### config.mk
export PLATFORM = sky130hd
export DESIGN_NAME = tllc_front
export DESIGN_NICKNAME = d
export VERILOG_FILES = /design/src/rtl/tllc_pkg.sv /design/src/rtl/tllc_front.sv
export SDC_FILE = /design/constraint.sdc
export NUM_CORES = 1
export LEC_CHECK = 0
export BUFFER_PORTS_ARGS = -buffer_cell sky130_fd_sc_hd__buf_2
export CAP_MARGIN = 0
export CORE_MARGIN = 1.5
export CORE_UTILIZATION = 40
export DETAILED_ROUTE_END_ITERATION = 7
export PLACE_DENSITY = 0.74
export SYNTH_ARGS = -nofsm -noshare
export SYNTH_HDL_FRONTEND = slang
export SYNTH_SLANG_ARGS = --single-unit
### constraint.sdc
create_clock -name vclk -period 4.5
set_clock_uncertainty 0.05 [all_clocks]
set_input_delay 1.125 -clock vclk [all_inputs]
set_output_delay 1.125 -clock vclk [all_outputs]
set_load 0.01 [all_outputs]
### src/rtl/tllc_pkg.sv
// Package with the types, constants and helpers of the two-level LRU cache tracker.
package tllc_pkg;

   localparam int ADDR_BITS = 13;
   localparam int TAG_BITS = 13;
   localparam int ROW_BITS = 8;
   localparam int ROWS = 1 << ROW_BITS;
   localparam int MAX_WAYS = 16;
   localparam int WAYS_BITS = 5;
   localparam int AGE_BITS = 4;
   localparam int MAX_BSHIFT = 6;
   localparam int MAX_RSHIFT = 8;

   // Configuration register indexes.
   localparam logic [2:0] CSR_L1_WAYS = 3'd0;
   localparam logic [2:0] CSR_L1_BSHIFT = 3'd1;
   localparam logic [2:0] CSR_L1_RSHIFT = 3'd2;
   localparam logic [2:0] CSR_L2_ENABLE = 3'd3;
   localparam logic [2:0] CSR_L2_WAYS = 3'd4;
   localparam logic [2:0] CSR_L2_BSHIFT = 3'd5;
   localparam logic [2:0] CSR_L2_RSHIFT = 3'd6;

   // Access status codes.
   localparam logic [1:0] ST_LOAD_HIT = 2'd0;
   localparam logic [1:0] ST_LOAD_MISS = 2'd1;
   localparam logic [1:0] ST_STORE = 2'd2;
   localparam logic [1:0] ST_UNUSED = 2'd3;

   // Cache level codes.
   localparam logic LVL_FIRST = 1'b0;
   localparam logic LVL_SECOND = 1'b1;

   typedef struct packed {
      logic [WAYS_BITS-1:0] l1_ways;
      logic [2:0] l1_bshift;
      logic [3:0] l1_rshift;
      logic l2_en;
      logic [WAYS_BITS-1:0] l2_ways;
      logic [2:0] l2_bshift;
      logic [3:0] l2_rshift;
   } cfg_type;

   // One classified item waiting for the back end.
   typedef struct packed {
      logic store;
      logic [ROW_BITS-1:0] row1;
      logic [TAG_BITS-1:0] tag1;
      logic [ROW_BITS-1:0] row2;
      logic [TAG_BITS-1:0] tag2;
   } qent_type;

   // Command from the back end to one level unit.
   typedef struct packed {
      logic rd;
      logic upd;
      logic [ROW_BITS-1:0] row;
      logic [TAG_BITS-1:0] tag;
      logic [WAYS_BITS-1:0] ways;
   } lvl_cmd_type;

   typedef struct packed {
      logic vld;
      logic [AGE_BITS-1:0] age;
      logic [TAG_BITS-1:0] tag;
   } way_type;

   typedef way_type [MAX_WAYS-1:0] row_type;

   // Zero ways means one; anything above the maximum saturates.
   function automatic logic [WAYS_BITS-1:0] clamp_ways(input logic [WAYS_BITS-1:0] w);
      logic [WAYS_BITS-1:0] r;
      r = w;
      if (w == '0) r = WAYS_BITS'(1);
      else if (w > WAYS_BITS'(MAX_WAYS)) r = WAYS_BITS'(MAX_WAYS);
      return r;
   endfunction

endpackage

### src/rtl/tllc_front.sv
// Front end: accepts items and splits the address into row and tag for both levels.
module tllc_front (
   input  logic start,
   input  logic req_type,
   input  logic [tllc_pkg::ADDR_BITS-1:0] req_word_address,
   input  tllc_pkg::cfg_type cfg,
   input  logic q_full,
   output logic busy,
   output logic push,
   output tllc_pkg::qent_type push_data
);
   import tllc_pkg::*;

   logic [2:0] bs1, bs2;
   logic [3:0] rs1, rs2;
   logic [ADDR_BITS-1:0] blk1, blk2;

   assign busy = q_full;
   assign push = start && !q_full;

   // Saturate the shifts, then split block into row and tag.
   always_comb begin
      bs1 = (cfg.l1_bshift > 3'(MAX_BSHIFT)) ? 3'(MAX_BSHIFT) : cfg.l1_bshift;
      bs2 = (cfg.l2_bshift > 3'(MAX_BSHIFT)) ? 3'(MAX_BSHIFT) : cfg.l2_bshift;
      rs1 = (cfg.l1_rshift > 4'(MAX_RSHIFT)) ? 4'(MAX_RSHIFT) : cfg.l1_rshift;
      rs2 = (cfg.l2_rshift > 4'(MAX_RSHIFT)) ? 4'(MAX_RSHIFT) : cfg.l2_rshift;
      blk1 = req_word_address >> bs1;
      blk2 = req_word_address >> bs2;
      push_data.store = req_type;
      push_data.row1 = blk1[ROW_BITS-1:0] & ~({ROW_BITS{1'b1}} << rs1);
      push_data.tag1 = TAG_BITS'(blk1 >> rs1);
      push_data.row2 = blk2[ROW_BITS-1:0] & ~({ROW_BITS{1'b1}} << rs2);
      push_data.tag2 = TAG_BITS'(blk2 >> rs2);
   end

endmodule

[Yosys cells after proc, flatten, opt, wreduce, memory -nomap -nowiden]
Cells that the tools add are included.
Widths: inputs -> output; s select.
Word-level totals
  output and inout port bits: 45
  word-level logic and storage cells: 20
  flip-flop bits (word level): 0
  input bits: 41
Operators by class
  bitwise operators: 4
  $lt $le $gt $ge: 4
  reductions and logical operators: 2
  shift operators: 6
  muxes and demuxes: 4
Operators by type and width (count)
  $shr 13x3->13: 2
  $shr 13x4->13: 2
  $and 8x8->8: 2
  $not 8->8: 2
  $shl 8x4->8 const A: 2
  $gt 4x4->1 const B: 2
  $mux 4: 2
  $gt 3x3->1 const B: 2
  $mux 3: 2
  $logic_and 1x1->1: 1
  $logic_not 1->1: 1

[Depth between registers and ports, before layout]
Gate-level depths: netlist (run 1).
  depth in word-level cells: 5
  depth in mapped cells: 9
  gate-level depth less buffers: 6

[Least setup slack after synthesis (run 1)]
No wires, ideal clock.
  path kind: input to output
  from: input port cfg[4] (netlist bit)
  to: output port push_data[4] (netlist bit)
  arrival time: 2761 ps
  stages on the path: 8
  buffers on the path: 2
  required time: 3325 ps
  slack: 564 ps
  path through: buf_6 buf_12 and2b_1 o221ai_1 mux2_2 o32ai_1 a211oi_1 a222oi_1
RTL lines
  start, declared: RTL line tllc_front.sv:6  | input tllc_pkg::cfg_type cfg,
  end, declared: RTL line tllc_front.sv:10  | output tllc_pkg::qent_type push_data

==> results of run 1 <==
cells in the mapped netlist (6+ instances only):
cell / instances
a211oi_1: 12
a21oi_1: 25
a31oi_1: 6
buf_2: 13
clkbuf_1: 22
inv_1: 11
mux2_2: 20
mux2i_1: 21
mux4_2: 7
nand2_1: 24
nand2b_1: 17
nand3_1: 7
nand3b_1: 7
nor2_1: 44
nor2b_1: 11
nor3_1: 17
o211ai_1: 11
o21ai_0: 12
power groups by stage:
stage	clock (mW)	combinational [mW]	sequential, mW
floorplan	0	0.261	0
global placement	0	0.362	0
detailed placement	0	0.367	0
CTS	0	0.369	0
global route	0	0.411	0
finish	0	0.375	0
metal layers:
layer / share of wire / routed length [um] / track usage / vias up
met5: 0 / 0 / 0 / -
met4: 0.038 / 330 / 0.0880 / 0
met3: 0.065 / 570 / 0.0128 / 24
met2: 0.49 / 4260 / 0.436 / 175
met1: 0.41 / 3610 / 0.301 / 1535
li1: - / - / - / 1607
repair_timing:
item                                    in CTS  in global routing
hold endpoints to repair                     0                  0
gates resized for setup                      0                  3
endpoints found under the setup margin       0                  6
final cells by class:
class | instances | share of cell area
timing repair buffer | 94 | 0.171
multi-input combinational | 337 | 0.783
tap | 77 | 0.0315
inverter | 12 | 0.0147
logic make-up after synthesis:
family,synth area share
muxes,0.240
xor gates and xnor gates,0.00331
and+or+nand+nor,0.298
buffers and inverters,0.0993
AOI/OAI and AO/OA,0.359
worst max-delay path, delay by kind of cell:
family                 cells  cell delay, ns
and+or+nand+nor            1            0.24
AOI/OAI and AO/OA          4            1.00
buffers and inverters      2            0.47
muxes                      1            0.37
worst min path at each step:
stage               cells past startpoint  slack (ns)     start            end
floorplan                               1        2.25    q_full           push
global placement                        0        2.20  req_type  push_data[42]
detailed placement                      0        2.20  req_type  push_data[42]
CTS                                     0        2.20  req_type  push_data[42]
global route                            0        2.20  req_type  push_data[42]
finish                                  0        2.20  req_type  push_data[42]
through the flow:
stage          instance area (um^2)  utilization  worst slack (ns)
3_5_place_dp                   3050        0.477             0.176
6_report                       3060        0.479             0.125
5_1_grt                        3060        0.479          0.000423
3_3_place_gp                   3050        0.477             0.190
4_1_cts                        3050        0.477             0.155
2_1_floorplan                  2650            -             0.564
==> results.py, run 1 <==
metrics = {
    "logic_synthesis": {
        "yosysTopAreaCell": "mux2_2",
        "ys_seq_area_frac": 0,
        "postSynthCellCount": 392,
        "yosysUniqueCellTypes": 72,
        "yosys_warnings": 0,
        "synth.top_cell.area_share": 0.0851,
        "synth_area_leaders": "mux2_2 8.5%, mux2i_1 7.9%, nor2_1 6.2%, mux4_2 6.0%, a21oi_1 4.7%",
        "avgSynthCellArea_um2": 6.75,
        "netlist_area_mm2": 0.00265,
        "syn-num-nets": 433,
    },
    "setup_path": {
        "crit_type": "in -> out",
        "crit_path_max_incr_delay_ns": 0.37,
        "startpoint": "cfg[4]",
        "cpMostUsedCell": "buf_2",
        "cp-end-kind": "output port",
        "crit_required_ns": 3.32,
        "cpMaxStageDelayCell": "mux2_2",
        "cp_max_fo": 14,
        "arrival_ns": 3.20,
        "crit_path_start_kind": "input port",
        "crit_end": "push_data[4]",
        "crit_chain": "buf_2 -> and2b_1 -> o221ai_1 -> mux2_2 -> o32ai_1 -> a211oi_1 -> a222oi_1 -> buf_2",
    },
    "pwr": {
        "intPower_mw": 0.159,
        "switchingPower_mw": 0.216,
        "powerDensity_mw_per_mm2": 123,
        "pwr-share-clk": 0,
        "ir_drop_mv": 0.0579,
        "switching_share": 0.577,
        "seqPwrFrac": 0,
        "finalPower_mw": 0.375,
        "leakage_nw": 1.27,
        "combPwrFrac": 1.000,
    },
    "hold_path": {
        "hold_class": "in -> out",
    },
    "drt": {
        "drc": 0,
        "drt_iter0_markers": 201,
        "wl_mm": 8.77,
        "viasPerCell": 6.43,
        "ant_nets": 0,
        "wl_per_cell_um": 16.9,
        "vias": 3341,
        "drt_pass1_iterations": 6,
    },
    "floorplan": {
        "core_area_mm2": 0.00639,
        "die_area_mm2": 0.00711,
        "initial_core_util": 0.414,
        "io_pins": 86,
        "fp.dieW_um": 84.3,
        "rows": 29,
        "die_h_um": 84.3,
    },
    "sta": {
        "period_minus_slack_ns": 4.37,
        "tightest_slew_ns": 0.701,
        "hold_ws_ns": 2.20,
        "hold_violations": 0,
        "slew_viol_final": 0,
        "setup_tns_ns": 0,
        "rsz0062_at_grt": "false",
        "period_share": 0.972,
        "setup-violations-final": 0,
        "relSlewSlack": 0.531,
        "fmax_ghz": 0.229,
    },
    "placement": {
        "dp_hpwl_mm": 6.76,
        "gpl.final_weighted_congestion": 0.967,
        "portBuffers": 73,
        "placedCellCount": 520,
    },
    "global_routing": {
        "grt_pass1_vias": 3132,
        "grt_pass1_wl_mm": 14.9,
        "grt_start_max_net_pins": 25,
        "grt_overflow": 0,
        "antenna_found_initial": 0,
        "grt_use_total": 0.240,
    },
    "run_status": {
        "status": "finished, final reports clean",
    },
    "cells_and_area": {
        "fill_cells": 659,
        "layout_commonest_cell": "buf_2",
        "fin_cells": 520,
        "drive_above_1_share": 0.289,
        "design.seq.count": 0,
        "seqCellArea_um2": 0,
        "fin_nets": 486,
        "layout_common_cells": "73 x buf_2, 44 x nor2_1, 25 x a21oi_1, 24 x nand2_1, 21 x buf_4",
        "clockBufferCount": 0,
        "area_growth_pct": 15.6,
        "n_antenna_cell": 0,
        "multiInputGateArea_mm2": 0.00239,
    },
    "clock_tree": {
        "post-cts-setup-buffers": 0,
        "postCtsHoldBufs": 0,
    },
    "job": {
        "max-cap-violations": 0,
    },
}
(Power assumes the default switching activity.)
==> run 2, diff against run 1 <==
clock period = 5.15 ns   (was 4.5 ns; I/O delays follow)
==> results.py, run 2 (synthesis gave the netlist of run 1 again) <==
metrics = {
    "sta": {
        "setup-violations-final": 0,
        "period_share": 0.931,
        "fmax_ghz": 0.209,
        "relSlewSlack": 0.594,
        "finalWorstSetupSlack_ns": 0.355,
        "slew_viol_final": 0,
        "period_minus_slack_ns": 4.80,
        "rsz0062_at_grt": "false",
        "setup_tns_ns": 0,
        "tightest_slew_ns": 0.607,
        "hold_violations": 0,
    },
    "setup_path": {
        "crit_required_ns": 3.81,
        "cp-end-kind": "output port",
        "crit_type": "in -> out",
        "arrival_ns": 3.46,
        "crit_path_start_kind": "input port",
        "cp_max_fo": 18,
    },
    "floorplan": {
        "die_h_um": 84.3,
        "fp.dieW_um": 84.3,
        "core_area_mm2": 0.00639,
        "io_pins": 86,
        "initial_core_util": 0.414,
        "rows": 29,
        "die_area_mm2": 0.00711,
    },
    "hold_path": {
        "holdCritStartpoint": "req_type",
        "worstHoldPathCells": 0,
        "hold_path_end": "push_data[42]",
        "hold_class": "in -> out",
    },
    "pwr": {
        "intPower_mw": 0.133,
        "seqPwrFrac": 0,
        "switching_share": 0.585,
        "leakage_nw": 1.22,
        "ir_drop_mv": 0.0536,
        "powerDensity_mw_per_mm2": 107,
        "combPwrFrac": 1.000,
        "pwr-share-clk": 0,
        "switchingPower_mw": 0.187,
    },
    "global_routing": {
        "grt_use_total": 0.238,
        "grt_start_max_net_pins": 26,
        "grt_pass1_vias": 3001,
        "grt_overflow": 0,
        "grt_pass1_wl_mm": 14.7,
        "antenna_found_initial": 0,
    },
    "cells_and_area": {
        "area_growth_pct": 12.3,
        "seqCellArea_um2": 0,
        "clockBufferCount": 0,
        "fin_nets": 476,
        "design.seq.count": 0,
        "fin_cells": 510,
        "drive_above_1_share": 0.268,
        "n_antenna_cell": 0,
        "layout_commonest_cell": "buf_2",
        "layout_common_cells": "73 x buf_2, 44 x nor2_1, 25 x a21oi_1, 24 x nand2_1, 21 x mux2i_1",
    },
    "run_status": {
        "status": "finished, final reports clean",
    },
    "placement": {
        "dp_hpwl_mm": 6.53,
        "gpl.final_weighted_congestion": 0.957,
        "placedCellCount": 510,
        "portBuffers": 73,
        "place_ws_ns": 0.388,
    },
    "drt": {
        "wl_per_cell_um": 17.0,
        "drt_iter0_markers": 233,
        "wl_mm": 8.68,
        "drt_pass1_iterations": 4,
        "ant_nets": 0,
        "drc": 0,
        "viasPerCell": 6.37,
        "vias": 3251,
    },
    "job": {
        "max-cap-violations": 0,
    },
    "clock_tree": {
        "ctsResizeCount": 0,
        "postCtsHoldBufs": 0,
        "post-cts-setup-buffers": 0,
    },
}
==> run 2: changes by cell type in the layout (fill, tap and decap cells not counted), sizes merged <==
| cell | previous run | this run |
|---|---|---|
| buf | 94 | 84 |
==> run 2: routing by layer <==
layer	track usage	part of all wire
met2	0.422	0.48
met4	0.0616	0.023
met1	0.313	0.42
met3	0.0157	0.075
met5	0	0
==> run 2: stage by stage <==
step | total power [mW] | hold WS [ns] | util | cell area, um^2
final | 0.319 | 2.53 | 0.466 | 2970
after global placement | 0.310 | 2.53 | 0.466 | 2970
after floorplan | 0.228 | 2.57 | - | 2650
after detailed placement | 0.314 | 2.53 | 0.466 | 2970
after CTS | 0.315 | 2.53 | 0.466 | 2970
after global routing | 0.350 | 2.53 | 0.466 | 2970
==> run 2: how the worst max path moves through the flow <==
stage	cells after the start	to	slack, ns	start
after floorplan	8	push_data[4]	0.89	cfg[4]
after global placement	9	push_data[4]	0.43	cfg[4]
after detailed placement	8	push_data[2]	0.39	cfg[4]
after CTS	9	push_data[4]	0.39	cfg[4]
after global routing	8	push_data[2]	0.18	cfg[4]
final	9	push_data[4]	0.35	cfg[4]
==> run 2: power groups by stage <==
stage,clock (mW),combinational (mW),sequential (mW)
after CTS,0,0.315,0
after floorplan,0,0.228,0
final,0,0.319,0
after detailed placement,0,0.314,0
after global placement,0,0.310,0
after global routing,0,0.350,0
==> run 2: layout make-up <==
| cell class | count | area (um^2) |
|---|---|---|
| multi-input combinational | 337 | 2380 |
| tap | 77 | 96.3 |
| timing repair buffer | 84 | 448 |
| fill | 663 | 3410 |
| inverter | 12 | 45.0 |
==> run 2: critical path: stages <==
cell and delay [ns]:
buf_2 0.34, buf_4 0.23, mux2i_1 0.11, or3_1 0.33
a31oi_1 0.38, nand2b_1 0.17, o21ai_0 0.08, a222oi_1 0.32
buf_2 0.20
