<file path="config.mk">
export PLATFORM = sky130hd
export DESIGN_NAME = tllc_fifo
export DESIGN_NICKNAME = d
export VERILOG_FILES = /design/src/rtl/tllc_pkg.sv /design/src/rtl/tllc_fifo.sv
export SDC_FILE = /design/constraint.sdc
export NUM_CORES = 1
export LEC_CHECK = 0
export BUFFER_PORTS_ARGS = -buffer_cell sky130_fd_sc_hd__buf_2
export CELL_PAD_IN_SITES_DETAIL_PLACEMENT = 0
export CELL_PAD_IN_SITES_GLOBAL_PLACEMENT = 1
export CORE_MARGIN = 2
export CORE_UTILIZATION = 44
export DETAILED_ROUTE_END_ITERATION = 10
export PLACE_DENSITY_LB_ADDON = 0.1
export SLEW_MARGIN = 20
export SYNTH_ARGS = -nofsm -noshare
export SYNTH_HDL_FRONTEND = slang
export SYNTH_SLANG_ARGS = --single-unit
export TNS_END_PERCENT = 50
</file>
<file path="constraint.sdc">
create_clock -name clock -period 2.5 [get_ports clock]
set_clock_uncertainty 0.1 [all_clocks]
set_input_delay 0.25 -clock clock [delete_from_list [all_inputs] [get_ports clock]]
set_output_delay 0.25 -clock clock [all_outputs]
set_load 0.02 [all_outputs]
</file>
<file path="src/rtl/tllc_pkg.sv">
// Package with the types, constants and helpers of the two-level LRU cache tracker.
package tllc_pkg;

   localparam int ADDR_BITS = 13;
   localparam int TAG_BITS = 13;
   localparam int ROW_BITS = 8;
   localparam int ROWS = 1 << ROW_BITS;
   localparam int MAX_WAYS = 16;
   localparam int WAYS_BITS = 5;
   localparam int AGE_BITS = 4;
   localparam int MAX_BSHIFT = 6;
   localparam int MAX_RSHIFT = 8;

   // Configuration register indexes.
   localparam logic [2:0] CSR_L1_WAYS = 3'd0;
   localparam logic [2:0] CSR_L1_BSHIFT = 3'd1;
   localparam logic [2:0] CSR_L1_RSHIFT = 3'd2;
   localparam logic [2:0] CSR_L2_ENABLE = 3'd3;
   localparam logic [2:0] CSR_L2_WAYS = 3'd4;
   localparam logic [2:0] CSR_L2_BSHIFT = 3'd5;
   localparam logic [2:0] CSR_L2_RSHIFT = 3'd6;

   // Access status codes.
   localparam logic [1:0] ST_LOAD_HIT = 2'd0;
   localparam logic [1:0] ST_LOAD_MISS = 2'd1;
   localparam logic [1:0] ST_STORE = 2'd2;
   localparam logic [1:0] ST_UNUSED = 2'd3;

   // Cache level codes.
   localparam logic LVL_FIRST = 1'b0;
   localparam logic LVL_SECOND = 1'b1;

   typedef struct packed {
      logic [WAYS_BITS-1:0] l1_ways;
      logic [2:0] l1_bshift;
      logic [3:0] l1_rshift;
      logic l2_en;
      logic [WAYS_BITS-1:0] l2_ways;
      logic [2:0] l2_bshift;
      logic [3:0] l2_rshift;
   } cfg_type;

   // One classified item waiting for the back end.
   typedef struct packed {
      logic store;
      logic [ROW_BITS-1:0] row1;
      logic [TAG_BITS-1:0] tag1;
      logic [ROW_BITS-1:0] row2;
      logic [TAG_BITS-1:0] tag2;
   } qent_type;

   // Command from the back end to one level unit.
   typedef struct packed {
      logic rd;
      logic upd;
      logic [ROW_BITS-1:0] row;
      logic [TAG_BITS-1:0] tag;
      logic [WAYS_BITS-1:0] ways;
   } lvl_cmd_type;

   typedef struct packed {
      logic vld;
      logic [AGE_BITS-1:0] age;
      logic [TAG_BITS-1:0] tag;
   } way_type;

   typedef way_type [MAX_WAYS-1:0] row_type;

   // Zero ways means one; anything above the maximum saturates.
   function automatic logic [WAYS_BITS-1:0] clamp_ways(input logic [WAYS_BITS-1:0] w);
      logic [WAYS_BITS-1:0] r;
      r = w;
      if (w == '0) r = WAYS_BITS'(1);
      else if (w > WAYS_BITS'(MAX_WAYS)) r = WAYS_BITS'(MAX_WAYS);
      return r;
   endfunction

endpackage

</file>
<file path="src/rtl/tllc_fifo.sv">
// Two-entry queue between the front end and the back end.
module tllc_fifo (
   input  logic clock,
   input  logic reset,
   input  logic push,
   input  tllc_pkg::qent_type push_data,
   input  logic pop,
   output tllc_pkg::qent_type head,
   output logic empty,
   output logic full
);
   import tllc_pkg::*;

   qent_type mem_ff [2];
   logic wr_ptr_ff, wr_ptr_in;
   logic rd_ptr_ff, rd_ptr_in;
   logic [1:0] cnt_ff, cnt_in;

   assign empty = (cnt_ff == 2'd0);
   assign full = (cnt_ff == 2'd2);
   assign head = mem_ff[rd_ptr_ff];

   // Pointer and fill count update.
   always_comb begin
      wr_ptr_in = wr_ptr_ff ^ push;
      rd_ptr_in = rd_ptr_ff ^ pop;
      cnt_in = cnt_ff + 2'(push) - 2'(pop);
   end

   always_ff @(posedge clock) begin
      if (reset) begin
         wr_ptr_ff <= 1'b0;
         rd_ptr_ff <= 1'b0;
         cnt_ff <= 2'd0;
      end else begin
         wr_ptr_ff <= wr_ptr_in;
         rd_ptr_ff <= rd_ptr_in;
         cnt_ff <= cnt_in;
      end
   end

   // Entry storage.
   always_ff @(posedge clock) begin
      if (push) mem_ff[wr_ptr_ff] <= push_data;
   end

endmodule

</file>
* After elaboration in Yosys (flattened, before gate mapping) *
Memory sizes are Yosys's and may differ from the RTL's. A register that Yosys moved wholly into a read port is not among the register bits.
Cells that the tools add are included.

word-level totals
  bits in registers = 4
  memory bits (writable) = 86
  input bits = 47
  output and inout bits = 45
  memories kept = 1

memories
  name    words  width  rd ports  clocked after Yosys merged registers in  write ports  line             source
  mem_ff  2      43     1         1                                        1            tllc_fifo.sv:14  qent_type mem_ff [2];

operators by class
  add/subtract/negate cells = 2
  equal/unequal tests = 1
  multiplexer cells = 3
  bitwise operators = 2
  reductions and logical operators = 1

operators by type and width
  operator              count
  $mux W1               3
  $add A2 B1 Y2         1
  $eq A2 B2 Y1 const B  1
  $logic_not A2 Y1      1
  $sub A2 B1 Y2         1
  $xor A1 B1 Y1         2

* Logic depth before layout (Yosys ltp) *
Gate-level depths: netlist of run 1.

  depth in word-level cells = 2
  mapped depth = 6

* Worst setup path before layout of run 1 *
OpenSTA, ideal clock, no wires.

  path kind = register -> register
  from = register wr_ptr_ff
  to = memory mem_ff[0][0] (netlist name), enable pin
  library setup time = 405 ps
  arrival time = 1415 ps
  data required time = 1995 ps
  slack = 580 ps
  stages on the path, launching flop included = 3
  path buffers = 0
  clock period less this slack = 1920 ps
  cells stage by stage = dfxtp_1 -> inv_1 -> ha_1

RTL lines
  what                    line             source
  start, declared         tllc_fifo.sv:15  logic wr_ptr_ff, wr_ptr_in;
  start signal, assigned  tllc_fifo.sv:36  wr_ptr_ff <= wr_ptr_in;
  end, declared           tllc_fifo.sv:14

No word-level cell before the write port.

==> impl_metrics.ini, run 1 <==
[status]
status = finished clean

[power_and_ir_drop]
pwr-share-seq = 0.512
p_int_mw = 2.71
vdd_drop_max_v = 0.000418
leakage_nw = 1.90
pwr-share-comb = 0.159
p_clk_frac = 0.329
swShare = 0.228
switching_power_uw = 802
power.density_mw_per_mm2 = 741

[final_layout]
n_antenna_cell = 0
fill_cells = 578
syn2layout_area_growth_pct = 35.2
postLayoutCellArea_mm2 = 0.00474
final_nets = 349
drive_above_1_share = 0.518
fin_util = 0.613

[timing]
period_share = 0.856
setup_viol = 0
post-route-min-period_ps = 2140
rsz0062_at_grt = false
whs_ps = 36.1
fmax_mhz = 467
slew_headroom = 0.632
fin_tns_setup_ps = 0
hold_violations = 0
worst_slack_ps = 360
worst_pin_slew_ps = 551
slew_viol_final = 0

[drt]
dr.first_iter.drc_count = 50
ant_nets = 0
drt-vias-per-instance = 4.56
avgRoutedWirePerCell_um = 14.6
first_pass_iters = 4
wl_um = 5900
dr_total_vias = 1846
drc = 0

[synth]
ys_seq_elements = 90
netlist_top_cells_area = edfxtp_1 (74%), mux2_4 (17%), buf_12 (2.3%)
synth_area_per_cell_um2 = 22.9
synthCells = 153
syn_area_mm2 = 0.00350
yosys.area.top_type = edfxtp_1
ys_seq_area_frac = 0.760
synth_nets = 204
synth_top_area_share = 0.737
yosys_warnings = 0
ys_types = 12

[clocking]
numCtsBuffers = 9
cts_buffer_depth = 2
cts_setup_buffers = 0
cts_tree = built
clock-sinks = 90
cts-root-buf = clkbuf_8
clk_latency_ps = 350
clkSlewWorstSetupHoldPaths_ps = 80
htreeDepth = 3

[floorplan]
die-area_mm2 = 0.00869
io_pins = 92
die_w_um = 93.2
die_y_um = 93.2
start_util = 0.454
coreArea_mm2 = 0.00773
rows = 32

[place]
gp_congestion = 0.684
dpl-instance-area_mm2 = 0.00407
portBuffers = 91
pre_cts_ws_ps = 730
hpwl_um = 3660

[global_route]
grt_usage = 0.138
grt_overflow = 0
grt_pass1_wl_um = 8590
antenna_found_initial = 0
grt_max_degree = 44
grt_pass1_vias = 1810

[critical_path]
cp.required_ps = 2150
cp_max_fo = 25
cp-end-kind = primary output
start_kind = register
cp_data_arrival_time_ps = 1790
critical_path_class = reg -> out

[min_path]
hold_path.class = in -> reg

[flow_run]
maxCapViolations = 0
-- layout by cell type, fill, tap and decap left out --
cell,netlist,final
mux2_2,4,4
inv_6,0,1
clkinvlp_4,0,2
dlygate4sd3_1,0,43
inv_1,3,3
nor2_1,4,4
xnor3_1,1,1
buf_4,0,3
nor2b_1,2,2
clkbuf_1,0,1
ha_2,0,2
buf_2,0,91
edfxtp_1,86,86
dfxtp_2,0,1
mux2_4,39,39
xnor2_1,1,1
ha_1,4,2
dfxtp_1,4,3
buf_12,4,2
clkbuf_8,0,9
bufinv_16,0,3
-- metal layers --
| metal | share of wire | GRT usage | wire (um) |
|---|---|---|---|
| met4 | 0.029 | 0.0797 | 170 |
| met1 | 0.41 | 0.157 | 2420 |
| met3 | 0.054 | 0.0427 | 316 |
| met2 | 0.51 | 0.228 | 2990 |
| met5 | 0 | 0 | 0 |
-- metrics by stage --
| step | power [mW] | std cells |
|---|---|---|
| 2_1_floorplan | 2.19 | 153 |
| 3_3_place_gp | 2.34 | 346 |
| 3_5_place_dp | 2.35 | 346 |
| 4_1_cts | 3.56 | 405 |
| 5_1_grt | 3.65 | 405 |
| 6_report | 3.51 | 405 |
-- registers in the layout, summed over array words and instances, names as in the netlist --
name / cells
cnt_ff: 2
mem_ff: 86
rd_ptr_ff: 1
wr_ptr_ff: 1
-- power groups by stage --
stage                     clock [mW]  sequential (mW)  combinational [mW]
after global routing            1.24             1.81               0.598
after CTS                       1.19             1.80               0.568
after global placement             0             1.83               0.509
after floorplan                    0             1.81               0.378
final                           1.16             1.80               0.559
after detailed placement           0             1.83               0.513
-- final timing paths --
kind	startpoint	endpoint	slack [ps]	cells past startpoint
setup / recovery	rd_ptr_ff	head[42]	360	3
hold / removal	push_data[8]	mem_ff[1][8]	40	1
hold reg to reg	wr_ptr_ff	wr_ptr_ff	470	3
setup reg to reg	wr_ptr_ff	mem_ff[0][35]	850	3
-- final cells by class --
type / count / area [um2] / area share
repair buffers: 139 / 948 / 0.200
well taps: 102 / 128 / 0.0269
clock buffers: 10 / 128 / 0.0269
inverters: 3 / 11.3 / 0.00238
clock inverters: 6 / 114 / 0.0240
multi-input cells: 55 / 744 / 0.157
flip-flops and latches: 90 / 2660 / 0.562
-- critical path, cell delays in order, from the launching register on --
cell	delay, ps
dfxtp_2	620
buf_12	280
mux2_2	360
buf_2	160
-- kinds of logic after synthesis --
group                    count (synthesis)  share of synthesized area
adder cells (fa/ha/maj)                  4                     0.0143
multiplexers                            43                      0.180
XOR/XNOR                                 2                    0.00893
flip-flops                              90                      0.760
buffers and inverters                    8                     0.0293
AND/OR/NAND/NOR                          6                    0.00785
-- cell usage after synthesis --
library cell / n
nor2_1: 4
dfxtp_1: 4
inv_1: 3
mux2_2: 4
edfxtp_1: 86
xnor2_1: 1
nor2b_1: 2
buf_6: 1
buf_12: 4
xnor3_1: 1
ha_1: 4
mux2_4: 39
-- what timing repair did --
action                                 CTS  global route
endpoints found under the hold margin   86             0
resized for setup                        0             0
hold buffers                            43             0
(Power assumes the default switching activity.)
==> inputs of run 2 (changes only) <==
- RECOVER_POWER: unset -> 25
==> run 2 against run 1 <==
Effect of this change: final cell count did not move; clock-buffer cell count unchanged; sequential power is essentially flat; register-to-register slack about the same; sequential cell count stayed put; critical path type unchanged; routed wire length down 0.93%; largest power group unchanged; largest cell class unchanged; worst setup slack improved by 1.1 ps; utilization shrank 0.28 points; via count hardly changed; maximum frequency barely moved; cell area fell by 0.45%; sequential share of layout area rose by 0.25 points.
==> impl_metrics.ini, run 2 (synthesized netlist as in run 1, its figures left out) <==
[drt]
dr_total_vias = 1847
dr.first_iter.drc_count = 54
drc = 0
drt-vias-per-instance = 4.56
avgRoutedWirePerCell_um = 14.4
wl_um = 5840
first_pass_iters = 4
ant_nets = 0

[power_and_ir_drop]
vdd_drop_max_v = 0.000418
leakage_nw = 1.85
power.total_mw = 3.50
power.density_mw_per_mm2 = 742

[clocking]
cts_resized = 0
cts_setup_buffers = 0
cts_buffer_depth = 2
clk_latency_ps = 350
cts-root-buf = clkbuf_8
cts_tree = built
htreeDepth = 3
cts_hold_buf = 43
numCtsBuffers = 9
clkSlewWorstSetupHoldPaths_ps = 80
clock-sinks = 90

[final_layout]
largest_reg_flops = 86
regMostFlops = mem_ff
fill_cells = 592
drive_above_1_share = 0.462
final_common_cell = edfxtp_1
fin_util = 0.610
final_cell_mix = edfxtp_1 (86), buf_2 (73), dlygate4sd3_1 (43)
reg_top3 = mem_ff (86), cnt_ff (2)
n_antenna_cell = 0
final_nets = 349
syn2layout_area_growth_pct = 34.6

[floorplan]
start_util = 0.454
coreArea_mm2 = 0.00773
rows = 32
die-area_mm2 = 0.00869
die_y_um = 93.2
die_w_um = 93.2
io_pins = 92

[critical_path]
start_kind = register
cp_data_arrival_time_ps = 1790
cp_max_fo = 25
critical_path_class = reg -> out
cp.required_ps = 2150
cp-end-kind = primary output

[timing]
fmax_mhz = 468
period_share = 0.856
fin_tns_setup_ps = 0
post-route-min-period_ps = 2140
hold_violations = 0
slew_headroom = 0.631
rsz0062_at_grt = false
slew_viol_final = 0
worst_pin_slew_ps = 553
setup_viol = 0

[place]
gp_congestion = 0.684
hpwl_um = 3660
portBuffers = 91

[flow_run]
maxCapViolations = 0

[global_route]
antenna_found_initial = 0
grt_pass1_wl_um = 8590
grt_max_degree = 44
grt_usage = 0.138
grt_pass1_vias = 1810
grt_overflow = 0

[min_path]
hold_path.class = in -> reg

[status]
status = finished clean
## run 2: cell count changes in the layout (fill, tap and decap cells not counted), sizes merged
cell	previous run	this run
clkbuf	10	27
buf	96	79
## run 2: final timing paths
path	from	endpoint	slack, ps	cells past startpoint
worst max-delay path	rd_ptr_ff	head[42]	360	3
worst min-delay path	pop	rd_ptr_ff	70	3
worst max register to register	wr_ptr_ff	mem_ff[0][35]	850	3
worst min register to register	wr_ptr_ff	wr_ptr_ff	470	3
## run 2: report_power, final
part	switching [mW]	total, mW	internal (mW)
sequential	0.0388	1.80	1.76
combinational	0.274	0.555	0.281
clock	0.483	1.15	0.667
## run 2: layer usage
layer  part of all wire  track usage  up-vias
met3              0.056       0.0427       14
met4              0.029       0.0797        0
met2               0.51        0.228       65
met5                  0            0        -
li1                   -            -      883
met1               0.41        0.157      885
## run 2: critical path, cell delays in order (launching register included)
cell	delay [ps]
dfxtp_2	620
buf_12	270
mux2_2	350
buf_2	160
## run 2: per-stage QoR
| stage | setup slack [ps] | instance area (um2) | hold WS [ps] | std cells |
|---|---|---|---|---|
| finish | 361 | 4720 | 73.5 | 405 |
| global route | 270 | 4720 | 59.8 | 405 |
| CTS | 325 | 4740 | 1.90 | 405 |
| detailed placement | 730 | 4070 | 341 | 346 |
| global placement | 744 | 4070 | 338 | 346 |
| floorplan | 580 | 3500 | 217 | 153 |
## run 2: layout make-up
cell class / instances / area (um2) / area share
sequential: 90 / 2660 / 0.565
tap: 102 / 128 / 0.0271
inverter: 3 / 11.3 / 0.00239
clock inverter: 6 / 114 / 0.0241
clock buffer: 10 / 128 / 0.0271
multi-input combinational: 55 / 744 / 0.158
timing repair buffer: 139 / 927 / 0.197
==> inputs of run 3 (changes only) <==
- CORE_UTILIZATION: 44 -> 46
- CTS_BUF_LIST: unset -> sky130_fd_sc_hd__clkbuf_2
- PLACE_DENSITY: unset -> 0.91
- PLACE_DENSITY_LB_ADDON: 0.1 -> unset
==> run 3 against run 2 <==
Effect of this change: final cell count shrank 0.25%; utilization grew 1.8 points; hold slack improved by 270 ps; routed wire length decreased by 3.1%; largest cell class unchanged; largest power group unchanged; highest routed layer unchanged.
==> impl_metrics.ini, run 3 (synthesized netlist as in run 1, its figures left out) <==
[clocking]
cts_setup_buffers = 0
clock-sinks = 90
clkSlewWorstSetupHoldPaths_ps = 280
cts_hold_buf = 47
clk_latency_ps = 510
cts_resized = 0
cts-root-buf = clkbuf_2
cts_tree = built
htreeDepth = 3
numCtsBuffers = 9
cts_buffer_depth = 2

[final_layout]
n_antenna_cell = 0
ff_latch_area_mm2 = 0.00266
final_common_cell = edfxtp_1
reg_top3 = mem_ff (86), cnt_ff (2)
largest_reg_flops = 86
final_cell_mix = edfxtp_1 (86), buf_2 (69), dlygate4sd3_1 (47)
final_nets = 351
fill_cells = 538
finalNonFillerCells = 404
drive_above_1_share = 0.439
postLayoutCellArea_mm2 = 0.00461
syn2layout_area_growth_pct = 31.5
regMostFlops = mem_ff
multi_input_area_um2 = 744

[drt]
drc = 0
dr_total_vias = 1822
wl_um = 5660
drt-vias-per-instance = 4.51
avgRoutedWirePerCell_um = 14.0
dr.first_iter.drc_count = 59
first_pass_iters = 4
ant_nets = 0

[global_route]
grt_max_degree = 45
grt_pass1_wl_um = 8690
grt_overflow = 0
grt_pass1_vias = 1878
grt_usage = 0.137
antenna_found_initial = 0

[place]
pre_cts_ws_ps = 943
portBuffers = 91
gp_congestion = 0.673
dp.cells = 341
dpl-instance-area_mm2 = 0.00406

[timing]
slew_viol_final = 0
fin_tns_setup_ps = 0
hold_violations = 0
setup_viol = 0
rsz0062_at_grt = false
slew_headroom = 0.682
fmax_mhz = 475
period_share = 0.842
whs_ps = 339
worst_slack_ps = 395
post-route-min-period_ps = 2100
worst_pin_slew_ps = 477

[flow_run]
maxCapViolations = 0

[min_path]
hold_start = push_data[14]
hold_path.class = in -> reg

[floorplan]
coreArea_mm2 = 0.00733
io_pins = 92
rows = 31
start_util = 0.478
die_w_um = 91.3
die-area_mm2 = 0.00833
die_y_um = 91.3

[power_and_ir_drop]
leakage_nw = 1.80
power.density_mw_per_mm2 = 653
vdd_drop_max_v = 0.000353

[critical_path]
crit_start = rd_ptr_ff
reg2regPathDepth = 3
cp-end-kind = primary output
cp.required_ps = 2150
cp_data_arrival_time_ps = 1750
start_kind = register
cp_max_fo = 44
crit_end = head[1]
reg2reg_from = wr_ptr_ff
r2r_slack_ps = 920
worstReg2RegEnd = mem_ff[0][26]
critical_path_class = reg -> out

[status]
status = finished clean
## run 3: changes by cell type in the layout (fill, tap and decap cells not counted)
cell / delta
clkinv_4: +2
inv_8: +1
buf_4: -3
buf_2: -4
bufinv_16: -3
inv_6: +1
dlygate4sd3_1: +4
clkbuf_8: -9
clkbuf_2: +8
clkbuf_1: +4
buf_12: +1
## run 3: how the worst min path moves through the flow
stage,end,slack [ps],depth (start not counted)
5_1_grt,mem_ff[1][14],270,2
2_1_floorplan,wr_ptr_ff,220,1
4_1_cts,mem_ff[0][20],290,2
3_3_place_gp,mem_ff[0][6],340,1
3_5_place_dp,mem_ff[1][9],340,1
6_report,mem_ff[0][14],340,2
## run 3: cell type report
cell class,instances,area share
clock buffer,9,0.00977
multi-input combinational,55,0.162
sequential,90,0.578
inverter,3,0.00244
timing repair buffer,141,0.208
tap,99,0.0269
clock inverter,7,0.0133
## run 3: critical path, stage by stage, from the launching register on
cell and delay, ps:
dfxtp_2 400, buf_12 310, mux2_2 390, buf_2 160
## run 3: stage by stage
stage / power, mW / utilization
2_1_floorplan: 2.19 / -
5_1_grt: 3.14 / 0.629
4_1_cts: 3.04 / 0.632
6_report: 3.01 / 0.629
3_3_place_gp: 2.33 / 0.554
3_5_place_dp: 2.34 / 0.554
## run 3: layer usage
layer	part of all wire	GRT usage	up-vias
li1	-	-	887
met1	0.41	0.155	863
met2	0.51	0.237	62
met3	0.058	0.0365	10
met4	0.018	0.0694	0
met5	0	0	-
## run 3: where the power goes
part / switching, mW / internal, mW / leakage, nW
clock network: 0.505 / 0.149 / 0.0610
registers: 0.0279 / 1.76 / 0.841
logic: 0.281 / 0.286 / 0.894
