--- src/rtl/tllc_pkg.sv ---
// Package with the types, constants and helpers of the two-level LRU cache tracker.
package tllc_pkg;

   localparam int ADDR_BITS = 13;
   localparam int TAG_BITS = 13;
   localparam int ROW_BITS = 8;
   localparam int ROWS = 1 << ROW_BITS;
   localparam int MAX_WAYS = 16;
   localparam int WAYS_BITS = 5;
   localparam int AGE_BITS = 4;
   localparam int MAX_BSHIFT = 6;
   localparam int MAX_RSHIFT = 8;

   // Configuration register indexes.
   localparam logic [2:0] CSR_L1_WAYS = 3'd0;
   localparam logic [2:0] CSR_L1_BSHIFT = 3'd1;
   localparam logic [2:0] CSR_L1_RSHIFT = 3'd2;
   localparam logic [2:0] CSR_L2_ENABLE = 3'd3;
   localparam logic [2:0] CSR_L2_WAYS = 3'd4;
   localparam logic [2:0] CSR_L2_BSHIFT = 3'd5;
   localparam logic [2:0] CSR_L2_RSHIFT = 3'd6;

   // Access status codes.
   localparam logic [1:0] ST_LOAD_HIT = 2'd0;
   localparam logic [1:0] ST_LOAD_MISS = 2'd1;
   localparam logic [1:0] ST_STORE = 2'd2;
   localparam logic [1:0] ST_UNUSED = 2'd3;

   // Cache level codes.
   localparam logic LVL_FIRST = 1'b0;
   localparam logic LVL_SECOND = 1'b1;

   typedef struct packed {
      logic [WAYS_BITS-1:0] l1_ways;
      logic [2:0] l1_bshift;
      logic [3:0] l1_rshift;
      logic l2_en;
      logic [WAYS_BITS-1:0] l2_ways;
      logic [2:0] l2_bshift;
      logic [3:0] l2_rshift;
   } cfg_type;

   // One classified item waiting for the back end.
   typedef struct packed {
      logic store;
      logic [ROW_BITS-1:0] row1;
      logic [TAG_BITS-1:0] tag1;
      logic [ROW_BITS-1:0] row2;
      logic [TAG_BITS-1:0] tag2;
   } qent_type;

   // Command from the back end to one level unit.
   typedef struct packed {
      logic rd;
      logic upd;
      logic [ROW_BITS-1:0] row;
      logic [TAG_BITS-1:0] tag;
      logic [WAYS_BITS-1:0] ways;
   } lvl_cmd_type;

   typedef struct packed {
      logic vld;
      logic [AGE_BITS-1:0] age;
      logic [TAG_BITS-1:0] tag;
   } way_type;

   typedef way_type [MAX_WAYS-1:0] row_type;

   // Zero ways means one; anything above the maximum saturates.
   function automatic logic [WAYS_BITS-1:0] clamp_ways(input logic [WAYS_BITS-1:0] w);
      logic [WAYS_BITS-1:0] r;
      r = w;
      if (w == '0) r = WAYS_BITS'(1);
      else if (w > WAYS_BITS'(MAX_WAYS)) r = WAYS_BITS'(MAX_WAYS);
      return r;
   endfunction

endpackage

--- src/rtl/tllc_back.sv ---
// Back end: runs each queued item through level one and, when needed, level two.
module tllc_back (
   input  logic clock,
   input  logic reset,
   input  tllc_pkg::cfg_type cfg,
   input  logic q_empty,
   input  tllc_pkg::qent_type head,
   output logic pop,
   output tllc_pkg::lvl_cmd_type cmd1,
   output tllc_pkg::lvl_cmd_type cmd2,
   input  logic hit1,
   input  logic hit2,
   output logic rsp_strobe,
   output logic rsp_cache_level,
   output logic [1:0] rsp_access_status,
   output logic [tllc_pkg::ROW_BITS-1:0] rsp_set_row,
   output logic rsp_last_report
);
   import tllc_pkg::*;

   typedef enum logic [2:0] {
      S_IDLE = 3'b001,
      S_EV1 = 3'b010,
      S_EV2 = 3'b100
   } state_type;

   state_type state_ff, state_in;
   qent_type item_ff, item_in;
   logic strobe_ff, strobe_in;
   logic level_ff, level_in;
   logic [1:0] status_ff, status_in;
   logic [ROW_BITS-1:0] row_ff, row_in;
   logic last_ff, last_in;
   logic use2;

   // Sequencer: read row, update and report, then the second level if needed.
   always_comb begin
      state_in = state_ff;
      item_in = item_ff;
      pop = 1'b0;
      cmd1 = '0;
      cmd2 = '0;
      strobe_in = 1'b0;
      level_in = level_ff;
      status_in = status_ff;
      row_in = row_ff;
      last_in = last_ff;
      use2 = cfg.l2_en && (item_ff.store || !hit1);
      cmd1.tag = item_ff.tag1;
      cmd1.ways = clamp_ways(cfg.l1_ways);
      cmd2.tag = item_ff.tag2;
      cmd2.ways = clamp_ways(cfg.l2_ways);
      unique case (state_ff)
         S_IDLE: begin
            if (!q_empty) begin
               pop = 1'b1;
               item_in = head;
               cmd1.rd = 1'b1;
               cmd1.row = head.row1;
               state_in = S_EV1;
            end
         end
         S_EV1: begin
            cmd1.upd = 1'b1;
            strobe_in = 1'b1;
            level_in = LVL_FIRST;
            status_in = item_ff.store ? ST_STORE : (hit1 ? ST_LOAD_HIT : ST_LOAD_MISS);
            row_in = item_ff.row1;
            last_in = !use2;
            if (use2) begin
               cmd2.rd = 1'b1;
               cmd2.row = item_ff.row2;
               state_in = S_EV2;
            end else begin
               state_in = S_IDLE;
            end
         end
         S_EV2: begin
            cmd2.upd = 1'b1;
            strobe_in = 1'b1;
            level_in = LVL_SECOND;
            status_in = item_ff.store ? ST_STORE : (hit2 ? ST_LOAD_HIT : ST_LOAD_MISS);
            row_in = item_ff.row2;
            last_in = 1'b1;
            state_in = S_IDLE;
         end
         default: state_in = S_IDLE;
      endcase
   end

   // Control state.
   always_ff @(posedge clock) begin
      if (reset) begin
         state_ff <= S_IDLE;
         strobe_ff <= 1'b0;
      end else begin
         state_ff <= state_in;
         strobe_ff <= strobe_in;
      end
   end

   // Item and result payload.
   always_ff @(posedge clock) begin
      item_ff <= item_in;
      level_ff <= level_in;
      status_ff <= status_in;
      row_ff <= row_in;
      last_ff <= last_in;
   end

   assign rsp_strobe = strobe_ff;
   assign rsp_cache_level = level_ff;
   assign rsp_access_status = status_ff;
   assign rsp_set_row = row_ff;
   assign rsp_last_report = last_ff;

endmodule

--- config.mk ---
export PLATFORM = sky130hd
export DESIGN_NAME = tllc_back
export DESIGN_NICKNAME = d
export VERILOG_FILES = /design/src/rtl/tllc_pkg.sv /design/src/rtl/tllc_back.sv
export SDC_FILE = /design/constraint.sdc
export NUM_CORES = 1
export LEC_CHECK = 0
export ABC_AREA = 1
export BUFFER_PORTS_ARGS = -buffer_cell sky130_fd_sc_hd__buf_2
export CAP_MARGIN = 20
export CORE_ASPECT_RATIO = 1.75
export CORE_MARGIN = 4
export CORE_UTILIZATION = 43
export CTS_CLUSTER_DIAMETER = 100
export CTS_CLUSTER_SIZE = 16
export DETAILED_ROUTE_END_ITERATION = 8
export PLACE_DENSITY = 0.79
export REMOVE_ABC_BUFFERS = 1
export SYNTH_ARGS = -nofsm -noshare
export SYNTH_HDL_FRONTEND = slang
export SYNTH_SLANG_ARGS = --single-unit
--- constraint.sdc ---
create_clock -name clock -period 5.9 [get_ports clock]
set_clock_uncertainty 0.05 [all_clocks]
set_input_delay 1.77 -clock clock [delete_from_list [all_inputs] [get_ports clock]]
set_output_delay 1.77 -clock clock [all_outputs]
set_load 0.005 [all_outputs]
# [After elaboration in Yosys (flattened, before gate mapping)]
# Index checks and enable logic that the tools add are counted.
# Widths: inputs -> output; s select.
[classes] n_lt_le_gt_ge=2 n_eq_ne=4 n_mux=26 bitwise_logic=1 reduce_logical=9
[op_table] operator="$mux 8" count=4
[op_table] operator="$mux 5" count=4
[op_table] operator="$pmux 8 s2" count=1
[op_table] operator="$gt 5x5->1 const B" count=2
[op_table] operator="$logic_not 5->1" count=2
[op_table] operator="$mux 1" count=9
[op_table] operator="$mux 3" count=2
[op_table] operator="$pmux 3 s2" count=1
[op_table] operator="$mux 2" count=2
[op_table] operator="$pmux 1 s2" count=2
[op_table] operator="$pmux 2 s2" count=1
[op_table] operator="$eq 3x1->1 const B" count=1
[op_table] operator="$eq 3x2->1 const B" count=1
[op_table] operator="$eq 3x3->1 const B" count=1
[op_table] operator="$logic_not 1->1" count=2
[op_table] operator="$ne 2x2->1 const B" count=1
[op_table] operator="$reduce_and 2->1" count=1
[op_table] operator="$reduce_bool 2->1" count=1
[op_table] operator="$reduce_or 2->1" count=1
[op_table] operator="$logic_and 1x1->1" count=1
[op_table] operator="$logic_or 1x1->1" count=1
[op_table] operator="$not 1->1" count=1
[totals] register_bits=59 input_bits=73 out_inout_bits=70 word_cells=53

# [Logic depth before layout (Yosys ltp)]
# Gate-level depths: netlist (run 1).
[depth] word_depth=5 ltp_mapped=6 mapped_depth_nobuf=6

# [Worst setup path before layout (run 1)]
# OpenSTA, ideal clock, no wires.
[synth_path] path_type="in2out" from="in q_empty" to="out cmd1[27] (netlist bit)" arrival_time_ns=4.002 required_ns=4.080 path_slack_ns=0.078 path_stages=2 n_path_buf=1 cell_sequence="nor2_1 > buf_4"
[synth_lines] element="start, declared" line_no="tllc_back.sv:6" source="input logic q_empty,"
[synth_lines] element="end, declared" line_no="tllc_back.sv:9" source="output tllc_pkg::lvl_cmd_type cmd1,"

==> results of run 1 <==
## area by class of cell
| class | instances | area (um^2) | area share (%) |
|---|---|---|---|
| Sequential cell | 59 | 1732 | 55.43 |
| Timing Repair Buffer | 129 | 648.1 | 20.74 |
| Multi-Input combinational cell | 72 | 342.8 | 10.97 |
| Clock buffer | 10 | 127.6 | 4.085 |
| Inverter | 27 | 101.3 | 3.244 |
| Tap cell | 74 | 92.59 | 2.964 |
| Clock inverter | 6 | 80.08 | 2.563 |
## Yosys cell counts
| master | instances | share of area, % |
|---|---|---|
| nor2_1 | 22 | 3.4 |
| nor2_4 | 1 | 0.47 |
| buf_6 | 1 | 0.47 |
| edfxtp_1 | 55 | 68 |
| clkinv_1 | 1 | 0.16 |
| clkbuf_1 | 2 | 0.31 |
| nor3_1 | 1 | 0.21 |
| buf_2 | 3 | 0.62 |
| a21oi_1 | 3 | 0.62 |
| inv_2 | 1 | 0.16 |
| nand2_1 | 22 | 3.4 |
| a21oi_4 | 1 | 0.67 |
| o21ai_1 | 9 | 1.9 |
| inv_1 | 25 | 3.9 |
| nor2_2 | 9 | 2.3 |
| nand3_1 | 3 | 0.62 |
| nand2_2 | 1 | 0.26 |
| dfxtp_1 | 4 | 3.3 |
| buf_4 | 28 | 8.7 |
## registers in the layout, indices dropped and copies added (netlist names)
register,flops
rsp_last_report,1
rsp_set_row,8
state_ff,3
cmd1,13
rsp_strobe,1
rsp_access_status,2
item_ff,17
rsp_cache_level,1
cmd2,13
## per-layer routing
metal / vias to the layer above / track usage [%] / share of wire (%)
li1: 805 / - / -
met1: 705 / 14.21 / 33
met2: 70 / 26.55 / 56
met3: 15 / 4.927 / 6.8
met4: 0 / 11.04 / 3.9
met5: - / 0 / 0
## power groups by stage
stage | Combinational (mW) | Sequential, mW | Clock [mW]
2_1_floorplan | 0.0324 | 0.509 | 0
3_3_place_gp | 0.0889 | 0.504 | 0
3_5_place_dp | 0.0917 | 0.506 | 0
4_1_cts | 0.0920 | 0.497 | 0.395
5_1_grt | 0.101 | 0.499 | 0.416
6_report | 0.0896 | 0.497 | 0.383
## cells by family after synthesis
group | count (synthesis) | share of synthesized area, %
buffers and inverters | 61 | 14.31
AND/OR/NAND/NOR | 59 | 10.74
flip-flops | 59 | 71.78
AO/OA/AOI/OAI | 13 | 3.164
## layout by cell type (no fill, tap or decap)
cell / n
buf_4: 1
clkinvlp_4: 1
clkbuf_8: 9
bufinv_16: 2
inv_2: 1
nand3_1: 3
nor2_2: 9
o21ai_1: 9
dfxtp_1: 4
edfxtp_1: 55
a21oi_4: 1
nor2_1: 21
nor3_1: 1
a21oi_1: 3
nor2_4: 2
nand2_2: 1
inv_1: 25
clkinv_2: 1
clkinv_1: 3
clkbuf_1: 1
nand2_1: 22
buf_2: 128
## final timing paths
check / from / to / slack [ns] / cells past startpoint
setup / recovery: hit1 / cmd2[23] / 1.53 / 5
hold / removal: item_ff[42]$_DFFE_PP_ / rsp_access_status[1]$_DFFE_PP_ / 0.41 / 0
setup reg to reg: state_ff[2]$_SDFFE_PP0P_ / item_ff[41]$_DFFE_PP_ / 3.84 / 4
hold reg to reg: item_ff[42]$_DFFE_PP_ / rsp_access_status[1]$_DFFE_PP_ / 0.41 / 0
## worst max-delay path: stages
cell	delay [ns]
buf_2	0.12
a21oi_4	0.15
nand2_2	0.22
nor2_2	0.16
buf_2	0.12
==> impl_metrics.xml, run 1 <==
<?xml version="1.0" encoding="UTF-8"?>
<metrics>
  <group name="power_and_ir_drop">
    <metric name="p_leak" unit="nW">1.493</metric>
    <metric name="power-per-cell-area" unit="mW/mm^2">310.3</metric>
    <metric name="power_frac_clock" unit="%">39.5</metric>
    <metric name="worst_ir_drop_vdd" unit="mV">0.2746</metric>
    <metric name="total_power" unit="uW">969.6</metric>
    <metric name="power.switching_fraction" unit="%">21.31</metric>
    <metric name="comb_power_share" unit="%">9.2</metric>
    <metric name="internal-power" unit="uW">763.0</metric>
    <metric name="share_seq_of_total_power" unit="%">51.2</metric>
    <metric name="p_sw" unit="uW">206.6</metric>
  </group>
  <group name="cells_and_area">
    <metric name="antenna-diode-count" unit="">0</metric>
    <metric name="final_area" unit="mm^2">0.003124</metric>
    <metric name="finish.cell_count_without_fillers" unit="">377</metric>
    <metric name="syn2layout_area_growth" unit="%">29.51</metric>
    <metric name="fillerInstances" unit="">489</metric>
    <metric name="layout.nets" unit="">371</metric>
    <metric name="post_route_cells_drive_above_1_share" unit="%">51.49</metric>
    <metric name="final_core_util" unit="%">58.48</metric>
  </group>
  <group name="drt">
    <metric name="detail_route.first_pass.iterations" unit="">4</metric>
    <metric name="drt_iter0_markers" unit="">73</metric>
    <metric name="via_per_inst" unit="">4.231</metric>
    <metric name="postRouteAntennaNets" unit="">0</metric>
    <metric name="post_route_wl" unit="um">4970</metric>
    <metric name="vias" unit="">1595</metric>
    <metric name="remaining_drc_errors" unit="">0</metric>
    <metric name="wl_per_cell" unit="um">13.18</metric>
  </group>
  <group name="worst_setup_path">
    <metric name="criticalPathCategory" unit="">in2out</metric>
    <metric name="crit_fanout" unit="">11</metric>
    <metric name="critPathRequiredTime" unit="ns">4.08</metric>
    <metric name="crit_end_element" unit="">output pin</metric>
    <metric name="worst_ep_arrival_time" unit="ns">2.55</metric>
    <metric name="cp-start-kind" unit="">input pin</metric>
  </group>
  <group name="sta">
    <metric name="final.setup.tns" unit="ns">0</metric>
    <metric name="fin_crit" unit="ns">4.372</metric>
    <metric name="hold_viol_final" unit="">0</metric>
    <metric name="setup_viol_count_final" unit="">0</metric>
    <metric name="setup_repair_after_global_routing_missed_its_margin" unit="">no</metric>
    <metric name="timing_max_transition_violations_final" unit="">0</metric>
    <metric name="setup_slack" unit="ns">1.528</metric>
    <metric name="fmax" unit="MHz">228.7</metric>
    <metric name="worst_slew_pin_slew" unit="ns">0.6360</metric>
    <metric name="final_min_period_over_clock_period" unit="%">74.10</metric>
    <metric name="holdWs" unit="ns">0.4128</metric>
    <metric name="slew-limit-headroom" unit="%">57.50</metric>
  </group>
  <group name="cts">
    <metric name="tritoncts" unit="">done</metric>
    <metric name="clk_latency" unit="ns">0.33</metric>
    <metric name="clock-sinks" unit="">59</metric>
    <metric name="cts.repair_timing.setup_buffer_count" unit="">0</metric>
    <metric name="clockBufferDepth" unit="">2</metric>
    <metric name="cts_root_buf" unit="">clkbuf_8</metric>
    <metric name="number_of_gates_resized_after_cts" unit="">0</metric>
    <metric name="cts.clk_slew.worst_paths" unit="ns">0.06</metric>
    <metric name="cts_made_buffers" unit="">9</metric>
    <metric name="htree_num_levels" unit="">3</metric>
    <metric name="cts_hold_buffers" unit="">0</metric>
  </group>
  <group name="floorplan">
    <metric name="placeableCoreArea" unit="mm^2">0.005343</metric>
    <metric name="io_pins" unit="">143</metric>
    <metric name="die_height" unit="um">107.1</metric>
    <metric name="floorplan_row_count" unit="">35</metric>
    <metric name="fp.dieArea" unit="mm^2">0.006920</metric>
    <metric name="initial_core_utilization" unit="%">45.15</metric>
    <metric name="fp.dieW" unit="um">64.62</metric>
  </group>
  <group name="yosys">
    <metric name="synth.ff_latch_count" unit="">59</metric>
    <metric name="mappedNetlistArea" unit="mm^2">0.002412</metric>
    <metric name="synth.avg_cell_area" unit="um^2">12.56</metric>
    <metric name="ys_types" unit="">19</metric>
    <metric name="yosysSeqAreaShare" unit="%">71.78</metric>
    <metric name="yosys_warnings" unit="">0</metric>
    <metric name="syn-instance-count" unit="">192</metric>
  </group>
  <group name="place">
    <metric name="dpl-instance-area" unit="mm^2">0.002917</metric>
    <metric name="numPlacedInstances" unit="">361</metric>
    <metric name="finalWeightedCongestion" unit="">0.7188</metric>
    <metric name="buffer_ports.inserted" unit="">128</metric>
    <metric name="dpl.hpwl" unit="um">3945</metric>
    <metric name="pre_cts_slack" unit="ns">1.509</metric>
  </group>
  <group name="job">
    <metric name="drv.max_cap_violation_count" unit="">0</metric>
  </group>
  <group name="grt">
    <metric name="grtUsageTotal" unit="%">15.10</metric>
    <metric name="grt_antenna_before_repair" unit="">0</metric>
    <metric name="via_count_of_the_first_global_routing_pass" unit="">1675</metric>
    <metric name="grt_pass1_wl" unit="um">7562</metric>
    <metric name="grt_max_degree" unit="">38</metric>
    <metric name="overflow" unit="">0</metric>
  </group>
  <group name="min_path">
    <metric name="min-delay-path-class" unit="">reg2reg</metric>
  </group>
  <group name="outcome">
    <metric name="outcome" unit="">completed</metric>
  </group>
</metrics>
Power figures use the tool's default switching activity.
==> run 2: changes to the inputs <==
- CORE_UTILIZATION: 43 -> 39
- PLACE_DENSITY: 0.79 -> 0.76
- clock period: 5.9 -> 3.7 ns (I/O delays scaled with it)
==> run 2 against run 1 <==
  * Non-clock buffer count did not move
  * Via count up 0.75%
  * Largest power group unchanged
  * Count of clock-buffer cells in the layout increased by 6
  * Highest routed layer unchanged
  * Worst setup slack got worse by 0.87 ns
  * Flip-flop and latch count unchanged
  * Clock power up 27%
  * Critical endpoint is now cmd2[24]
  * Combinational power grew 58%
==> impl_metrics.xml, run 2 (synthesis results as in run 1) <==
<?xml version="1.0" encoding="UTF-8"?>
<metrics>
  <group name="worst_setup_path">
    <metric name="ff2ff_setup_slack" unit="ns">1.69</metric>
    <metric name="critPathBufInv" unit="">2</metric>
    <metric name="largest_delay_share_family_worst_path" unit="">simple AND/OR/NAND/NOR gates</metric>
    <metric name="cp-start-kind" unit="">input pin</metric>
    <metric name="reg2reg_from" unit="">state_ff[2]$_SDFFE_PP0P_</metric>
    <metric name="crit_chain" unit="">buf_2, a21oi_4, nand2_2, nor2_2, buf_2</metric>
    <metric name="slowest_delay" unit="ns">0.22</metric>
    <metric name="critical_path_most_common_cell" unit="">buf_2</metric>
    <metric name="crit_fanout" unit="">11</metric>
    <metric name="worst_ep_arrival_time" unit="ns">1.88</metric>
    <metric name="criticalPathCategory" unit="">in2out</metric>
    <metric name="timing.critical_path.from" unit="">hit1</metric>
    <metric name="cpMaxStageDelayCell" unit="">nand2_2</metric>
    <metric name="critPathRequiredTime" unit="ns">2.54</metric>
    <metric name="crit_end_element" unit="">output pin</metric>
  </group>
  <group name="place">
    <metric name="buffer_ports.inserted" unit="">128</metric>
    <metric name="finalWeightedCongestion" unit="">0.7543</metric>
    <metric name="dpl.hpwl" unit="um">3847</metric>
  </group>
  <group name="power_and_ir_drop">
    <metric name="comb_power_share" unit="%">10.0</metric>
    <metric name="power.switching_fraction" unit="%">22.10</metric>
    <metric name="p_sw" unit="uW">314.1</metric>
    <metric name="total_power" unit="mW">1.421</metric>
    <metric name="worst_ir_drop_vdd" unit="mV">0.2939</metric>
    <metric name="share_seq_of_total_power" unit="%">55.8</metric>
    <metric name="power-per-cell-area" unit="mW/mm^2">461.1</metric>
    <metric name="internal-power" unit="mW">1.107</metric>
    <metric name="p_leak" unit="nW">1.471</metric>
    <metric name="power_frac_clock" unit="%">34.2</metric>
  </group>
  <group name="floorplan">
    <metric name="io_pins" unit="">143</metric>
    <metric name="die_height" unit="um">112.0</metric>
    <metric name="fp.dieW" unit="um">67.45</metric>
    <metric name="fp.dieArea" unit="mm^2">0.007557</metric>
    <metric name="floorplan_row_count" unit="">37</metric>
    <metric name="initial_core_utilization" unit="%">40.71</metric>
    <metric name="placeableCoreArea" unit="mm^2">0.005926</metric>
  </group>
  <group name="drt">
    <metric name="detail_route.first_pass.iterations" unit="">4</metric>
    <metric name="vias" unit="">1607</metric>
    <metric name="remaining_drc_errors" unit="">0</metric>
    <metric name="post_route_wl" unit="um">4909</metric>
    <metric name="wl_per_cell" unit="um">12.88</metric>
    <metric name="postRouteAntennaNets" unit="">0</metric>
    <metric name="drt_iter0_markers" unit="">32</metric>
    <metric name="via_per_inst" unit="">4.218</metric>
  </group>
  <group name="cells_and_area">
    <metric name="layout.cells.most_common_list" unit="">buf_2 (128), edfxtp_1 (55), inv_1 (25)</metric>
    <metric name="max_reg_flops" unit="">17</metric>
    <metric name="layout.nets" unit="">371</metric>
    <metric name="multiInputGateArea" unit="um^2">342.8</metric>
    <metric name="post_route_cells_drive_above_1_share" unit="%">50.50</metric>
    <metric name="fillerInstances" unit="">578</metric>
    <metric name="syn2layout_area_growth" unit="%">27.75</metric>
    <metric name="final_core_util" unit="%">52.01</metric>
    <metric name="layout.cells.most_common" unit="">buf_2</metric>
    <metric name="area.sequential" unit="mm^2">0.001732</metric>
    <metric name="largest_register" unit="">item_ff</metric>
    <metric name="antenna-diode-count" unit="">0</metric>
  </group>
  <group name="sta">
    <metric name="setup_repair_after_global_routing_missed_its_margin" unit="">no</metric>
    <metric name="fin_crit" unit="ns">3.043</metric>
    <metric name="final.setup.tns" unit="ns">0</metric>
    <metric name="holdWs" unit="ns">0.4126</metric>
    <metric name="fmax" unit="MHz">328.6</metric>
    <metric name="worst_slew_pin_slew" unit="ns">0.6005</metric>
    <metric name="timing_max_transition_violations_final" unit="">0</metric>
    <metric name="setup_viol_count_final" unit="">0</metric>
    <metric name="slew-limit-headroom" unit="%">59.87</metric>
    <metric name="final_min_period_over_clock_period" unit="%">82.25</metric>
    <metric name="hold_viol_final" unit="">0</metric>
  </group>
  <group name="outcome">
    <metric name="outcome" unit="">completed</metric>
  </group>
  <group name="job">
    <metric name="drv.max_cap_violation_count" unit="">0</metric>
  </group>
  <group name="grt">
    <metric name="via_count_of_the_first_global_routing_pass" unit="">1660</metric>
    <metric name="grtUsageTotal" unit="%">13.39</metric>
    <metric name="overflow" unit="">0</metric>
    <metric name="grt_max_degree" unit="">41</metric>
    <metric name="grt_pass1_wl" unit="um">7231</metric>
    <metric name="grt_antenna_before_repair" unit="">0</metric>
  </group>
  <group name="cts">
    <metric name="cts.repair_timing.setup_buffer_count" unit="">0</metric>
    <metric name="htree_num_levels" unit="">3</metric>
    <metric name="cts_made_buffers" unit="">9</metric>
    <metric name="cts_root_buf" unit="">clkbuf_8</metric>
    <metric name="clk_latency" unit="ns">0.33</metric>
    <metric name="number_of_gates_resized_after_cts" unit="">0</metric>
    <metric name="clockBufferDepth" unit="">2</metric>
    <metric name="cts.clk_slew.worst_paths" unit="ns">0.06</metric>
    <metric name="clock-sinks" unit="">59</metric>
    <metric name="cts_hold_buffers" unit="">0</metric>
    <metric name="tritoncts" unit="">done</metric>
  </group>
  <group name="min_path">
    <metric name="min-delay-path-class" unit="">reg2reg</metric>
    <metric name="min_from" unit="">item_ff[42]$_DFFE_PP_</metric>
  </group>
</metrics>
run 2: final timing paths:
kind         cells after the start                        endpoint
max reg2reg                      4               cmd2[5]$_DFFE_PP_
max                              5                        cmd2[24]
min reg2reg                      0  rsp_access_status[1]$_DFFE_PP_
min                              0  rsp_access_status[1]$_DFFE_PP_
run 2: power groups by stage:
stage                     registers [mW]  logic [mW]  clock network, mW
final                              0.793       0.142              0.486
after CTS                          0.793       0.146              0.507
after floorplan                    0.812      0.0517                  0
after global routing               0.797       0.160              0.529
after global placement             0.805       0.140                  0
after detailed placement           0.807       0.145                  0
run 2: cell type report:
type,count,area share (%)
inverters,27,3.289
well taps,78,3.167
flip-flops and latches,59,56.19
multi-input cells,72,11.12
repair buffers,129,21.03
clock buffers,16,5.197
run 2: metal layers:
metal	vias to the layer above	part of all wire [%]	GRT usage, %
met1	701	33	11.30
met3	11	11	5.506
met5	-	0	0
met4	0	2.9	8.808
met2	90	53	24.05
li1	805	-	-
run 2: through the flow:
step | cell area, um^2 | instances | setup WS [ns]
floorplan | 2168 | 158 | -0.5010
global placement | 2922 | 365 | 0.6485
detailed placement | 2922 | 365 | 0.6408
CTS | 3082 | 381 | 0.6398
global route | 3082 | 381 | 0.5707
finish | 3082 | 381 | 0.6566
